==> src/rtl/cmfs_pkg.sv <==
`timescale 1ns / 1ps

package cmfs_pkg;

	localparam int CMFS_COMPONENT_WIDTH = 16;
	localparam int CMFS_UV_FRACTION_BITS = 16;

	localparam int FACE_W = 3;

	typedef logic [FACE_W-1:0] face_t;

	localparam face_t FACE_POS_X = 3'd0;
	localparam face_t FACE_NEG_X = 3'd1;
	localparam face_t FACE_NEG_Y = 3'd2;
	localparam face_t FACE_POS_Y = 3'd3;
	localparam face_t FACE_POS_Z = 3'd4;
	localparam face_t FACE_NEG_Z = 3'd5;

	// sideband that rides along with each beat through the divider
	typedef struct packed {
		face_t face;
		logic  degenerate;
	} side_t;

endpackage

==> src/rtl/cmfs_select.sv <==
`timescale 1ns / 1ps

module cmfs_select #(
	parameter int W = 16
) (
	input  logic                  clk,
	input  logic                  arst_n,
	input  logic                  in_valid,
	output logic                  in_ready,
	input  logic signed [W-1:0]   dir_x,
	input  logic signed [W-1:0]   dir_y,
	input  logic signed [W-1:0]   dir_z,
	output logic                  out_valid,
	input  logic                  out_ready,
	output cmfs_pkg::side_t       side,
	output logic [W-1:0]          mag,
	output logic signed [W:0]     num_u,
	output logic signed [W:0]     num_v
);
	import cmfs_pkg::*;

	logic                vld_s1;
	logic                rdy_s1;
	logic signed [W-1:0] x_s1, y_s1, z_s1;
	logic [W-1:0]        ax_s1, ay_s1, az_s1;

	logic                vld_s2;
	logic                rdy_s2;
	side_t               side_s2;
	logic [W-1:0]        mag_s2;
	logic signed [W:0]   nu_s2, nv_s2;

	logic [W-1:0]        ax_c, ay_c, az_c;
	logic signed [W:0]   xe, ye, ze;
	side_t               side_c;
	logic [W-1:0]        mag_c;
	logic signed [W:0]   nu_c, nv_c;
	logic                x_major, y_major;

	// magnitude of the most negative value comes out exact as unsigned
	assign ax_c = dir_x[W-1] ? (~dir_x + 1'b1) : dir_x;
	assign ay_c = dir_y[W-1] ? (~dir_y + 1'b1) : dir_y;
	assign az_c = dir_z[W-1] ? (~dir_z + 1'b1) : dir_z;

	assign rdy_s1 = !vld_s1 || rdy_s2;
	assign rdy_s2 = !vld_s2 || out_ready;
	assign in_ready = rdy_s1;

	always_ff @(posedge clk or negedge arst_n) begin
		if (!arst_n) begin
			vld_s1 <= 1'b0;
		end else if (rdy_s1) begin
			vld_s1 <= in_valid;
		end
	end

	always_ff @(posedge clk) begin
		if (rdy_s1 && in_valid) begin
			x_s1  <= dir_x;
			y_s1  <= dir_y;
			z_s1  <= dir_z;
			ax_s1 <= ax_c;
			ay_s1 <= ay_c;
			az_s1 <= az_c;
		end
	end

	assign xe = {x_s1[W-1], x_s1};
	assign ye = {y_s1[W-1], y_s1};
	assign ze = {z_s1[W-1], z_s1};

	// ties fall to y over x, then to z
	assign x_major = (ax_s1 > ay_s1) && (ax_s1 > az_s1);
	assign y_major = ay_s1 > az_s1;

	always_comb begin
		side_c.degenerate = !((|ax_s1) || (|ay_s1) || (|az_s1));
		priority if (x_major) begin
			mag_c = ax_s1;
			nv_c  = -ye;
			if (!x_s1[W-1]) begin
				side_c.face = FACE_POS_X;
				nu_c        = -ze;
			end else begin
				side_c.face = FACE_NEG_X;
				nu_c        = ze;
			end
		end else if (y_major) begin
			mag_c = ay_s1;
			nu_c  = xe;
			if (!y_s1[W-1]) begin
				side_c.face = FACE_POS_Y;
				nv_c        = ze;
			end else begin
				side_c.face = FACE_NEG_Y;
				nv_c        = -ze;
			end
		end else begin
			mag_c = az_s1;
			nv_c  = -ye;
			if (!z_s1[W-1] && (|z_s1)) begin
				side_c.face = FACE_POS_Z;
				nu_c        = xe;
			end else begin
				side_c.face = FACE_NEG_Z;
				nu_c        = -xe;
			end
		end
	end

	always_ff @(posedge clk or negedge arst_n) begin
		if (!arst_n) begin
			vld_s2 <= 1'b0;
		end else if (rdy_s2) begin
			vld_s2 <= vld_s1;
		end
	end

	always_ff @(posedge clk) begin
		if (rdy_s2 && vld_s1) begin
			side_s2 <= side_c;
			mag_s2  <= mag_c;
			nu_s2   <= nu_c;
			nv_s2   <= nv_c;
		end
	end

	assign out_valid = vld_s2;
	assign side      = side_s2;
	assign mag       = mag_s2;
	assign num_u     = nu_s2;
	assign num_v     = nv_s2;

endmodule

==> src/rtl/cmfs_div_step.sv <==
`timescale 1ns / 1ps

module cmfs_div_step #(
	parameter int W   = 16,
	parameter int F   = 16,
	parameter int BIT = 16
) (
	input  logic            clk,
	input  logic            arst_n,
	input  logic            in_valid,
	output logic            in_ready,
	input  cmfs_pkg::side_t side_in,
	input  logic [W:0]      div_in,
	input  logic [F:0]      nlo_u_in,
	input  logic [W-1:0]    rem_u_in,
	input  logic [F:0]      quo_u_in,
	input  logic [F:0]      nlo_v_in,
	input  logic [W-1:0]    rem_v_in,
	input  logic [F:0]      quo_v_in,
	output logic            out_valid,
	input  logic            out_ready,
	output cmfs_pkg::side_t side_out,
	output logic [W:0]      div_out,
	output logic [F:0]      nlo_u_out,
	output logic [W-1:0]    rem_u_out,
	output logic [F:0]      quo_u_out,
	output logic [F:0]      nlo_v_out,
	output logic [W-1:0]    rem_v_out,
	output logic [F:0]      quo_v_out
);
	import cmfs_pkg::*;

	logic         vld_s1;
	side_t        side_s1;
	logic [W:0]   div_s1;
	logic [F:0]   nlo_u_s1, quo_u_s1, nlo_v_s1, quo_v_s1;
	logic [W-1:0] rem_u_s1, rem_v_s1;

	logic [W:0]   trial_u, trial_v, diff_u, diff_v;
	logic         ge_u, ge_v;
	logic [W-1:0] rem_u_c, rem_v_c;
	logic [F:0]   quo_u_c, quo_v_c;

	// one restoring step per lane: remainder stays below the divisor
	assign trial_u = {rem_u_in, nlo_u_in[BIT]};
	assign trial_v = {rem_v_in, nlo_v_in[BIT]};
	assign ge_u    = trial_u >= div_in;
	assign ge_v    = trial_v >= div_in;
	assign diff_u  = trial_u - div_in;
	assign diff_v  = trial_v - div_in;
	assign rem_u_c = ge_u ? diff_u[W-1:0] : trial_u[W-1:0];
	assign rem_v_c = ge_v ? diff_v[W-1:0] : trial_v[W-1:0];

	always_comb begin
		quo_u_c      = quo_u_in;
		quo_v_c      = quo_v_in;
		quo_u_c[BIT] = ge_u;
		quo_v_c[BIT] = ge_v;
	end

	assign in_ready = !vld_s1 || out_ready;

	always_ff @(posedge clk or negedge arst_n) begin
		if (!arst_n) begin
			vld_s1 <= 1'b0;
		end else if (in_ready) begin
			vld_s1 <= in_valid;
		end
	end

	always_ff @(posedge clk) begin
		if (in_ready && in_valid) begin
			side_s1  <= side_in;
			div_s1   <= div_in;
			nlo_u_s1 <= nlo_u_in;
			rem_u_s1 <= rem_u_c;
			quo_u_s1 <= quo_u_c;
			nlo_v_s1 <= nlo_v_in;
			rem_v_s1 <= rem_v_c;
			quo_v_s1 <= quo_v_c;
		end
	end

	assign out_valid = vld_s1;
	assign side_out  = side_s1;
	assign div_out   = div_s1;
	assign nlo_u_out = nlo_u_s1;
	assign rem_u_out = rem_u_s1;
	assign quo_u_out = quo_u_s1;
	assign nlo_v_out = nlo_v_s1;
	assign rem_v_out = rem_v_s1;
	assign quo_v_out = quo_v_s1;

endmodule

==> src/rtl/cmfs_div.sv <==
`timescale 1ns / 1ps

module cmfs_div #(
	parameter int W = 16,
	parameter int F = 16
) (
	input  logic              clk,
	input  logic              arst_n,
	input  logic              in_valid,
	output logic              in_ready,
	input  cmfs_pkg::side_t   side_in,
	input  logic [W-1:0]      mag,
	input  logic signed [W:0] num_u,
	input  logic signed [W:0] num_v,
	output logic              out_valid,
	input  logic              out_ready,
	output cmfs_pkg::side_t   side_out,
	output logic [F-1:0]      tex_u,
	output logic [F-1:0]      tex_v
);
	import cmfs_pkg::*;

	localparam int NW = W + F + 1;

	// offset stage: a = n + m lies in [0, 2m]
	logic         vld_s1, rdy_s1;
	side_t        side_s1;
	logic [W-1:0] mag_s1;
	logic [W:0]   a_u_s1, a_v_s1;

	// numerator stage: N = a * 2^F + m, divisor D = 2m
	logic          vld_s2, rdy_s2;
	side_t         side_s2;
	logic [W:0]    div_s2;
	logic [NW-1:0] n_u_s2, n_v_s2;

	logic          vld_c [F+2];
	logic          rdy_c [F+2];
	side_t         side_c [F+2];
	logic [W:0]    div_c [F+2];
	logic [F:0]    nlo_u_c [F+2];
	logic [W-1:0]  rem_u_c [F+2];
	logic [F:0]    quo_u_c [F+2];
	logic [F:0]    nlo_v_c [F+2];
	logic [W-1:0]  rem_v_c [F+2];
	logic [F:0]    quo_v_c [F+2];

	logic          vld_sn, rdy_sn;
	side_t         side_sn;
	logic [F-1:0]  tex_u_sn, tex_v_sn;
	logic [F-1:0]  tex_u_c, tex_v_c;

	localparam logic [F-1:0] UV_MID = {1'b1, {(F-1){1'b0}}};

	assign rdy_s1   = !vld_s1 || rdy_s2;
	assign rdy_s2   = !vld_s2 || rdy_c[0];
	assign in_ready = rdy_s1;

	always_ff @(posedge clk or negedge arst_n) begin
		if (!arst_n) begin
			vld_s1 <= 1'b0;
			vld_s2 <= 1'b0;
		end else begin
			if (rdy_s1) begin
				vld_s1 <= in_valid;
			end
			if (rdy_s2) begin
				vld_s2 <= vld_s1;
			end
		end
	end

	always_ff @(posedge clk) begin
		if (rdy_s1 && in_valid) begin
			side_s1 <= side_in;
			mag_s1  <= mag;
			// true sum is non-negative, so the wrapped bits read as unsigned
			a_u_s1  <= (W+1)'(num_u) + {1'b0, mag};
			a_v_s1  <= (W+1)'(num_v) + {1'b0, mag};
		end
		if (rdy_s2 && vld_s1) begin
			side_s2 <= side_s1;
			div_s2  <= {mag_s1, 1'b0};
			n_u_s2  <= {a_u_s1, {F{1'b0}}} + NW'(mag_s1);
			n_v_s2  <= {a_v_s1, {F{1'b0}}} + NW'(mag_s1);
		end
	end

	// upper bits of N are already below D, so quotient has F+1 bits
	assign vld_c[0]   = vld_s2;
	assign side_c[0]  = side_s2;
	assign div_c[0]   = div_s2;
	assign nlo_u_c[0] = n_u_s2[F:0];
	assign rem_u_c[0] = n_u_s2[NW-1:F+1];
	assign quo_u_c[0] = '0;
	assign nlo_v_c[0] = n_v_s2[F:0];
	assign rem_v_c[0] = n_v_s2[NW-1:F+1];
	assign quo_v_c[0] = '0;

	for (genvar k = 0; k <= F; k++) begin : g_step
		cmfs_div_step #(
			.W   (W),
			.F   (F),
			.BIT (F - k)
		) u_step (
			.clk       (clk),
			.arst_n    (arst_n),
			.in_valid  (vld_c[k]),
			.in_ready  (rdy_c[k]),
			.side_in   (side_c[k]),
			.div_in    (div_c[k]),
			.nlo_u_in  (nlo_u_c[k]),
			.rem_u_in  (rem_u_c[k]),
			.quo_u_in  (quo_u_c[k]),
			.nlo_v_in  (nlo_v_c[k]),
			.rem_v_in  (rem_v_c[k]),
			.quo_v_in  (quo_v_c[k]),
			.out_valid (vld_c[k+1]),
			.out_ready (rdy_c[k+1]),
			.side_out  (side_c[k+1]),
			.div_out   (div_c[k+1]),
			.nlo_u_out (nlo_u_c[k+1]),
			.rem_u_out (rem_u_c[k+1]),
			.quo_u_out (quo_u_c[k+1]),
			.nlo_v_out (nlo_v_c[k+1]),
			.rem_v_out (rem_v_c[k+1]),
			.quo_v_out (quo_v_c[k+1])
		);
	end

	assign rdy_sn      = !vld_sn || out_ready;
	assign rdy_c[F+1]  = rdy_sn;

	// a coordinate of exactly one saturates; zero vector gets mid values
	always_comb begin
		if (side_c[F+1].degenerate) begin
			tex_u_c = UV_MID;
			tex_v_c = UV_MID;
		end else begin
			tex_u_c = quo_u_c[F+1][F] ? {F{1'b1}} : quo_u_c[F+1][F-1:0];
			tex_v_c = quo_v_c[F+1][F] ? {F{1'b1}} : quo_v_c[F+1][F-1:0];
		end
	end

	always_ff @(posedge clk or negedge arst_n) begin
		if (!arst_n) begin
			vld_sn <= 1'b0;
		end else if (rdy_sn) begin
			vld_sn <= vld_c[F+1];
		end
	end

	always_ff @(posedge clk) begin
		if (rdy_sn && vld_c[F+1]) begin
			side_sn  <= side_c[F+1];
			tex_u_sn <= tex_u_c;
			tex_v_sn <= tex_v_c;
		end
	end

	assign out_valid = vld_sn;
	assign side_out  = side_sn;
	assign tex_u     = tex_u_sn;
	assign tex_v     = tex_v_sn;

endmodule

==> src/rtl/cubemap_face_select_uv.sv <==
`timescale 1ns / 1ps

// Cube map face select: takes a signed direction (x, y, z), picks the face of
// the largest-magnitude axis (ties to y over x, then to z) and returns the face
// code with two unsigned Q0.F in-face coordinates. One beat in and one beat out
// per clock when both sides flow. In order, the pipeline registers magnitude and
// face selection, the offset and numerator build, one restoring divide step per
// quotient bit (F + 1 stages), and an output register with saturation. Every
// stage has its own valid and ready, so a stalled output only backs up as far as
// it must and bubbles are squeezed out. An all-zero direction returns face 5,
// mid coordinates and tuser set.
module cubemap_face_select_uv #(
	parameter int COMPONENT_WIDTH  = cmfs_pkg::CMFS_COMPONENT_WIDTH,
	parameter int UV_FRACTION_BITS = cmfs_pkg::CMFS_UV_FRACTION_BITS
) (
	input  logic clk,
	input  logic arst_n,
	input  logic s_axis_tvalid,
	output logic s_axis_tready,
	// dir_x, dir_y, dir_z, zero fill
	input  logic [((3*COMPONENT_WIDTH+7)/8)*8-1:0] s_axis_tdata,
	output logic m_axis_tvalid,
	input  logic m_axis_tready,
	// face, tex_u, tex_v, zero fill
	output logic [((cmfs_pkg::FACE_W+2*UV_FRACTION_BITS+7)/8)*8-1:0] m_axis_tdata,
	// degenerate
	output logic m_axis_tuser
);
	import cmfs_pkg::*;

	localparam int W       = COMPONENT_WIDTH;
	localparam int F       = UV_FRACTION_BITS;
	localparam int OUT_W   = ((FACE_W + 2*F + 7) / 8) * 8;
	localparam int OUT_PAD = OUT_W - FACE_W - 2*F;
	localparam logic [F-1:0] UV_MID = {1'b1, {(F-1){1'b0}}};

	logic              sel_valid, sel_ready;
	side_t             sel_side;
	logic [W-1:0]      sel_mag;
	logic signed [W:0] sel_nu, sel_nv;

	side_t             res_side;
	logic [F-1:0]      res_u, res_v;

	cmfs_select #(
		.W (W)
	) u_select (
		.clk       (clk),
		.arst_n    (arst_n),
		.in_valid  (s_axis_tvalid),
		.in_ready  (s_axis_tready),
		.dir_x     (s_axis_tdata[W-1:0]),
		.dir_y     (s_axis_tdata[2*W-1:W]),
		.dir_z     (s_axis_tdata[3*W-1:2*W]),
		.out_valid (sel_valid),
		.out_ready (sel_ready),
		.side      (sel_side),
		.mag       (sel_mag),
		.num_u     (sel_nu),
		.num_v     (sel_nv)
	);

	cmfs_div #(
		.W (W),
		.F (F)
	) u_div (
		.clk       (clk),
		.arst_n    (arst_n),
		.in_valid  (sel_valid),
		.in_ready  (sel_ready),
		.side_in   (sel_side),
		.mag       (sel_mag),
		.num_u     (sel_nu),
		.num_v     (sel_nv),
		.out_valid (m_axis_tvalid),
		.out_ready (m_axis_tready),
		.side_out  (res_side),
		.tex_u     (res_u),
		.tex_v     (res_v)
	);

	assign m_axis_tdata = {{OUT_PAD{1'b0}}, res_v, res_u, res_side.face};
	assign m_axis_tuser = res_side.degenerate;

	a_face_range : assert property (@(posedge clk) disable iff (!arst_n)
		m_axis_tvalid |-> (res_side.face <= FACE_NEG_Z))
		else $error("face code out of range");

	a_degenerate_shape : assert property (@(posedge clk) disable iff (!arst_n)
		(m_axis_tvalid && res_side.degenerate) |->
		(res_side.face == FACE_NEG_Z && res_u == UV_MID && res_v == UV_MID))
		else $error("zero vector beat not forced to face 5 and mid coordinates");

	a_empty_out_ready : assert property (@(posedge clk) disable iff (!arst_n)
		!m_axis_tvalid |-> s_axis_tready)
		else $error("input stalled while output register is empty");

endmodule

==> config.mk <==
export PLATFORM = sky130hd
export DESIGN_NAME = cubemap_face_select_uv
export DESIGN_NICKNAME = d
export VERILOG_FILES = /design/src/rtl/cmfs_pkg.sv /design/src/rtl/cmfs_select.sv /design/src/rtl/cmfs_div_step.sv /design/src/rtl/cmfs_div.sv /design/src/rtl/cubemap_face_select_uv.sv
export SDC_FILE = /design/constraint.sdc
export NUM_CORES = 2
export LEC_CHECK = 0
export ABC_AREA = 1
export BUFFER_PORTS_ARGS = -buffer_cell sky130_fd_sc_hd__buf_2
export CAP_MARGIN = 20
export CORE_MARGIN = 2
export CORE_UTILIZATION = 30
export DETAILED_ROUTE_END_ITERATION = 10
export GPL_ROUTABILITY_DRIVEN = 0
export SYNTH_ARGS = -nofsm -noshare
export SYNTH_HDL_FRONTEND = slang
export SYNTH_SLANG_ARGS = --single-unit
==> constraint.sdc <==
create_clock -name clk -period 6.1 [get_ports clk]
set_input_delay 0.61 -clock clk [delete_from_list [all_inputs] [get_ports clk]]
set_output_delay 0.61 -clock clk [all_outputs]
set_load 0.05 [all_outputs]
# Word level (Yosys, flattened, before mapping)
# Cells that the tools add are included.
# W data, S select, Z words.
# word_totals
reg_bits	1762
inputBits	52
out_inout_bits	43
wordCells	411
# op_classes
addsub	42
magnitude_cmp	37
n_mux	51
n_bitwise	3
n_reduce_logical	78
# ops
cell	count
$ge A17 B17 Y1	34
$mux W16	34
$sub A16 B16 Y16	32
$mux W17	7
$mux W15	5
$add A33 B16 Y33	2
$reduce_or A16 Y1	4
$neg A16 Y17	3
$add A16 B1 Y16 const B	3
$gt A16 B16 Y1	3
$not A16 Y16	3
$add A17 B16 Y17	2
$logic_and A1 B1 Y1	24
$logic_not A1 Y1	24
$logic_or A1 B1 Y1	24
$mux W3	2
$reduce_or A2 Y1	2
$mux W1	3

# Longest topological paths before layout
# logic_depth
depth_word	24
depth_mapped	19
depth_no_buf	19

# Cells and area by module
# From an unflattened synthesis, not the netlist that was laid out.
# hier_totals
hier_cells	12884
hier_area_um2	125185.1
# by_module_without_submodules
mod	instances	cells_each	area_each_um2	seq_area_each_um2
cmfs_div_step at u_div.g_step[11].u_step ...	11	658	6432.4	3658.5
cmfs_div_step at u_div.g_step[0].u_step ...	4	657	6403.6	3658.5
cmfs_select	1	1091	9322.7	4464.3
cmfs_div	1	621	6751.5	4399.2
cmfs_div_step at u_div.g_step[16].u_step	1	657	6419.9	3658.5
cmfs_div_step at u_div.g_step[8].u_step	1	643	6278.5	3658.5
cubemap_face_select_uv	1	6	41.3	0.0

# Worst setup path before layout
# Ideal clock, no wire load.
# synth_path
path_kind	register to register
start	register u_div.vld_sn, in the netlist u_div.out_valid
end	register u_div.g_step[13].u_step.div_s1[10] (enable)
setup_time_ps	540
arrival_time_ps	4735
t_required_ps	5560
path_slack_ps	825
stages_incl_launch_ff	6
path_buffers	0
period_less_slack_ps	5275
cell_sequence	dfrtp_1 -> nand3_2 -> nor2_4 -> inv_1 -> nor2_1 -> a21oi_1
# synth_between
elab_chain_len	7
# synth_rtl
item	line	rtl
from (decl)	cmfs_div.sv:48	logic vld_sn, rdy_sn;
from (signal assigned)	cmfs_div.sv:149	vld_sn <= vld_c[F+1];
$logic_not A1 Y1	cmfs_div.sv:131	assign rdy_sn = !vld_sn || out_ready;
$logic_or A1 B1 Y1	cmfs_div.sv:131	
$logic_or A1 B1 Y1 (4 in series)	cmfs_div_step.sv:61	assign in_ready = !vld_s1 || out_ready;
$logic_and A1 B1 Y1	cmfs_div_step.sv:72	if (in_ready && in_valid) begin
to (signal assigned)	cmfs_div_step.sv:74	div_s1 <= div_in;
to (decl)	cmfs_div_step.sv:35	logic [W:0] div_s1;
# No other way between the ends.
# A chain may end at the register's enable or synchronous reset.

# Final worst setup path
# layout_path
start	register u_select.ax_s1[15]
end	register u_select.nu_s2[13], in the netlist u_select.num_u[13], data pin
# layout_between
elab_chain_len	3
elab_cells_between_ends	4
classes_between	order compare: 2; mux: 1; reduce/logical: 1
# layout_rtl
item	line	rtl
from (decl)	cmfs_select.sv:25	logic [W-1:0] ax_s1, ay_s1, az_s1;
from (signal assigned)	cmfs_select.sv:62	ax_s1 <= ax_c;
$gt A16 B16 Y1	cmfs_select.sv:73	assign x_major = (ax_s1 > ay_s1) && (ax_s1 > az_s1);
$logic_and A1 B1 Y1 (*)	cmfs_select.sv:73	
$mux W17 (*)	cmfs_select.sv:78	priority if (x_major) begin
via u_select.nu_c[13]	cmfs_select.sv:37	logic signed [W:0] nu_c, nv_c;
to (signal assigned)	cmfs_select.sv:123	nu_s2 <= nu_c;
to (decl)	cmfs_select.sv:31	logic signed [W:0] nu_s2, nv_s2;
# The timed path passes the listed nets; every way through them passes the cells marked *.

==> results.toml <==
[final_layout]
area.growth.synth_to_final_pct = 12.7
drive_gt1_share_pct = 9.48
finalNetCount = 7723

[die]
row_count = 184
die_height_um = 508
floorplan.die.width_um = 508
core_area_um2 = 252000
die_area_um2 = 258000
floorplan.initialDensity_pct = 30.2
ios = 95

[clock_network]
cts_post_setup_buffers_inserted = 0
clock-sinks = 1425
clk_pin_slew_ns = 0.06
post_cts_resize_count = 0
htreeDepth = 4
clock_tree.buffer_depth = 3
cts_hold_buffers = 28
cts_root_buffer = "sky130_fd_sc_hd__clkbuf_16"
worst_skew_pair.late_latency_ns = 0.82
tritoncts_buffers = 152
clock_tree_from_tritoncts = "done"

[hold_path]
min-delay-path-class = "in2reg"
timing.hold.worst.start = "s_axis_tdata[11]"

[sta]
finalSetupViolations = 0
tightest_slew_ns = 1.13
fin_crit_ns = 3.93
number_of_pins_exceeding_their_max_slew_limit_in_the_final_report = 0
setup_repair_after_global_routing_missed_its_margin = "no"
layout_worst_path_cycle_share_pct = 64.4
clock.fmax_mhz = 255
timing.slew.headroom_pct = 24.2
fin_setup_tns_ns = 0
clock-skew-final_ns = 0.0842
final-hold-violation-count = 0

[drt]
routedWlPerCell_um = 16.4
detail-route-antenna-nets = 0
drt_wl_total_um = 173000
vias_per_cell = 4.75
firstDrtPassIters = 9
vias = 49900
detail_route.drc_violations = 0
dr.first_iter.drc_count = 3743

[global_routing]
grt_overflow_total = 0
antenna_found_initial = 8
first_global_vias = 49700
grtUsageTotal_pct = 13.2
grt_start_max_net_pins = 91
first_pass_grt_wire_length_um = 271000

[worst_setup_path]
slowest_stage = "sky130_fd_sc_hd__inv_1"
critical_path.startpoint_type = "register"
crit_type = "reg2reg"
crit_fanout = 31
critical-path-top-delay-family = "buffers and inverters"
worst_ep_required_time_ns = 6.73
critical_path.max_stage_delay_ns = 1.15
critical_path.endpoint_type = "register"
timing.critical_path.buf_inv = 2
crit-reg2reg-launch = "u_select.ax_s1[15]"
crit_start = "u_select.ax_s1[15]"
critical_path.cell_chain = "ha_1 -> nand2_1 -> inv_1 -> nand3_1 -> nor3_1 -> o21ai_0 -> o2111ai_1 -> nand3_1 -> inv_1 -> o211ai_1 -> o21ai_0"
cp.arrival_ns = 4.56

[yosys]
synth.yosys.warnings = 0
synthesis.area_um2 = 76200
synthArstFlopShare_pct = 1.54
synth_edf_count = 1403
synth.distinct_cells = 58
synth_area_per_cell_um2 = 11.1
post_synth_inst_count = 6838
synth.ff_latch_count = 1425
synthFlopType = "sky130_fd_sc_hd__edfxtp_1"
seq_area_frac_synth_pct = 56.0

[run]
maxCapViolations = 0

[placement]
dpl.hpwl_um = 134000
portBuffers = 89

[run_status]
run_status = "finished, final reports clean"
==> layout make-up <==
class	instances	area [µm²]
well taps	3348	4190
multi-input cells	4653	30300
inverters	638	2400
repair buffers	152	1090
flip-flops and latches	1425	42700
fillers	24800	166000
diodes	1	2.50
clock inverters	105	1270
clock buffers	177	3910
==> per-stage QoR <==
stage	utilization (%)	area [µm²]	hold slack (ns)	std cells	setup WS (ns)
finish	34.1	85800	0.0685	10500	2.17
floorplan	-	76200	0.314	6842	0.825
global route	34.1	85800	0.0282	10500	1.84
global placement	31.8	80200	0.403	10200	2.43
detailed placement	31.9	80200	0.405	10200	2.32
CTS	34.0	85700	0.000553	10500	2.26
==> routing by layer <==
| layer | global-route usage (%) | share of wire, % |
|---|---|---|
| met1 | 16.1 | 42 |
| met2 | 23.2 | 49 |
| met3 | 1.79 | 4.3 |
| met4 | 5.62 | 4.0 |
| met5 | 0 | 0.0075 |
==> cells in the final DEF (no fill, tap or decap), types with 12 or more instances in the layout <==
cell type / Yosys / final
sky130_fd_sc_hd__clkbuf_1: 18 / 24
sky130_fd_sc_hd__a21oi_1: 808 / 802
sky130_fd_sc_hd__nand3_1: 174 / 174
sky130_fd_sc_hd__nand4_1: 49 / 49
sky130_fd_sc_hd__clkinv_1: 1 / 29
sky130_fd_sc_hd__nand3b_1: 23 / 23
sky130_fd_sc_hd__fa_1: 34 / 34
sky130_fd_sc_hd__a21oi_2: 161 / 161
sky130_fd_sc_hd__inv_1: 624 / 614
sky130_fd_sc_hd__buf_2: 32 / 89
sky130_fd_sc_hd__dlygate4sd3_1: 0 / 28
sky130_fd_sc_hd__o21ai_0: 224 / 224
sky130_fd_sc_hd__dfrtp_1: 22 / 22
sky130_fd_sc_hd__nand3_2: 12 / 12
sky130_fd_sc_hd__o21ai_1: 105 / 105
sky130_fd_sc_hd__o21ai_2: 16 / 16
sky130_fd_sc_hd__nor3_1: 40 / 40
sky130_fd_sc_hd__nor2_1: 679 / 674
sky130_fd_sc_hd__buf_4: 48 / 24
sky130_fd_sc_hd__a21o_1: 14 / 14
sky130_fd_sc_hd__clkbuf_16: 0 / 152
sky130_fd_sc_hd__nand2_1: 938 / 938
sky130_fd_sc_hd__xor2_1: 224 / 224
sky130_fd_sc_hd__a31oi_1: 27 / 27
sky130_fd_sc_hd__nor3_2: 21 / 21
sky130_fd_sc_hd__o21bai_1: 24 / 24
sky130_fd_sc_hd__o211ai_2: 15 / 15
sky130_fd_sc_hd__ha_1: 615 / 615
sky130_fd_sc_hd__nor2_2: 17 / 17
sky130_fd_sc_hd__xnor2_1: 280 / 280
sky130_fd_sc_hd__edfxtp_1: 1403 / 1403
sky130_fd_sc_hd__clkinv_2: 0 / 26
sky130_fd_sc_hd__nor4_1: 45 / 45
sky130_fd_sc_hd__bufinv_16: 0 / 17
sky130_fd_sc_hd__o41ai_2: 12 / 12
sky130_fd_sc_hd__inv_2: 13 / 20
==> flip-flops by register name, indices dropped and copies added, names as in the netlist, 16 cells and up <==
| register | flops |
|---|---|
| u_div.g_step.u_step.rem_u_out | 256 |
| u_div.g_step.u_step.rem_v_out | 241 |
| u_div.g_step.u_step.quo_u_out | 153 |
| u_div.g_step.u_step.quo_v_out | 153 |
| u_div.g_step.u_step.nlo_u_out | 121 |
| u_div.g_step.u_step.div_out | 120 |
| u_div.g_step.u_step.side_out | 68 |
| u_div.n_v_s2 | 33 |
| u_div.a_u_s1 | 17 |
| u_div.a_v_s1 | 17 |
| u_div.g_step.u_step.out_valid | 17 |
| u_div.n_u_s2 | 17 |
| u_select.num_u | 17 |
| u_select.num_v | 17 |
| u_div.mag_s1 | 16 |
| u_div.tex_u | 16 |
| u_div.tex_v | 16 |
| u_select.ax_s1 | 16 |
| u_select.ay_s1 | 16 |
| u_select.az_s1 | 16 |
| u_select.mag | 16 |
==> worst paths after layout <==
check / to / slack, ns / cells after the start
worst max-delay path: u_select.num_u[13] / 2.17 / 11
worst min-delay path: u_select.x_s1[11] / 0.07 / 1
worst max register to register: u_select.num_u[13] / 2.17 / 11
worst min register to register: u_div.g_step[13].u_step.quo_u_out[6] / 0.40 / 0
max in group asynchronous: u_div.g_step[13].u_step.out_valid / 5.13 / 2
min in group asynchronous: u_div.g_step[5].u_step.out_valid / 0.48 / 2
==> cells in the mapped netlist, drive strengths merged, types with 29 or more instances <==
| cell | number | area [µm²] |
|---|---|---|
| a21oi | 973 | 5520 |
| a31oi | 29 | 194 |
| buf | 108 | 836 |
| edfxtp | 1403 | 42100 |
| fa | 34 | 681 |
| ha | 615 | 7690 |
| inv | 637 | 2390 |
| nand2 | 945 | 3560 |
| nand3 | 186 | 991 |
| nand4 | 55 | 425 |
| nor2 | 701 | 2710 |
| nor3 | 61 | 410 |
| nor4 | 45 | 282 |
| o21ai | 345 | 1790 |
| xnor2 | 280 | 2450 |
| xor2 | 224 | 1960 |
==> logic make-up after synthesis <==
logic type / synth area share (%)
AOI/OAI and AO/OA: 11.4
xor gates and xnor gates: 5.80
adders and majority gates: 11.0
buffers and inverters: 4.33
DFF: 56.0
other: 0.00492
and+or+nand+nor: 11.4
Power is left out: the tool's default activity adds up to more than one toggle a clock period on the data nets, which glitch-free logic cannot reach.
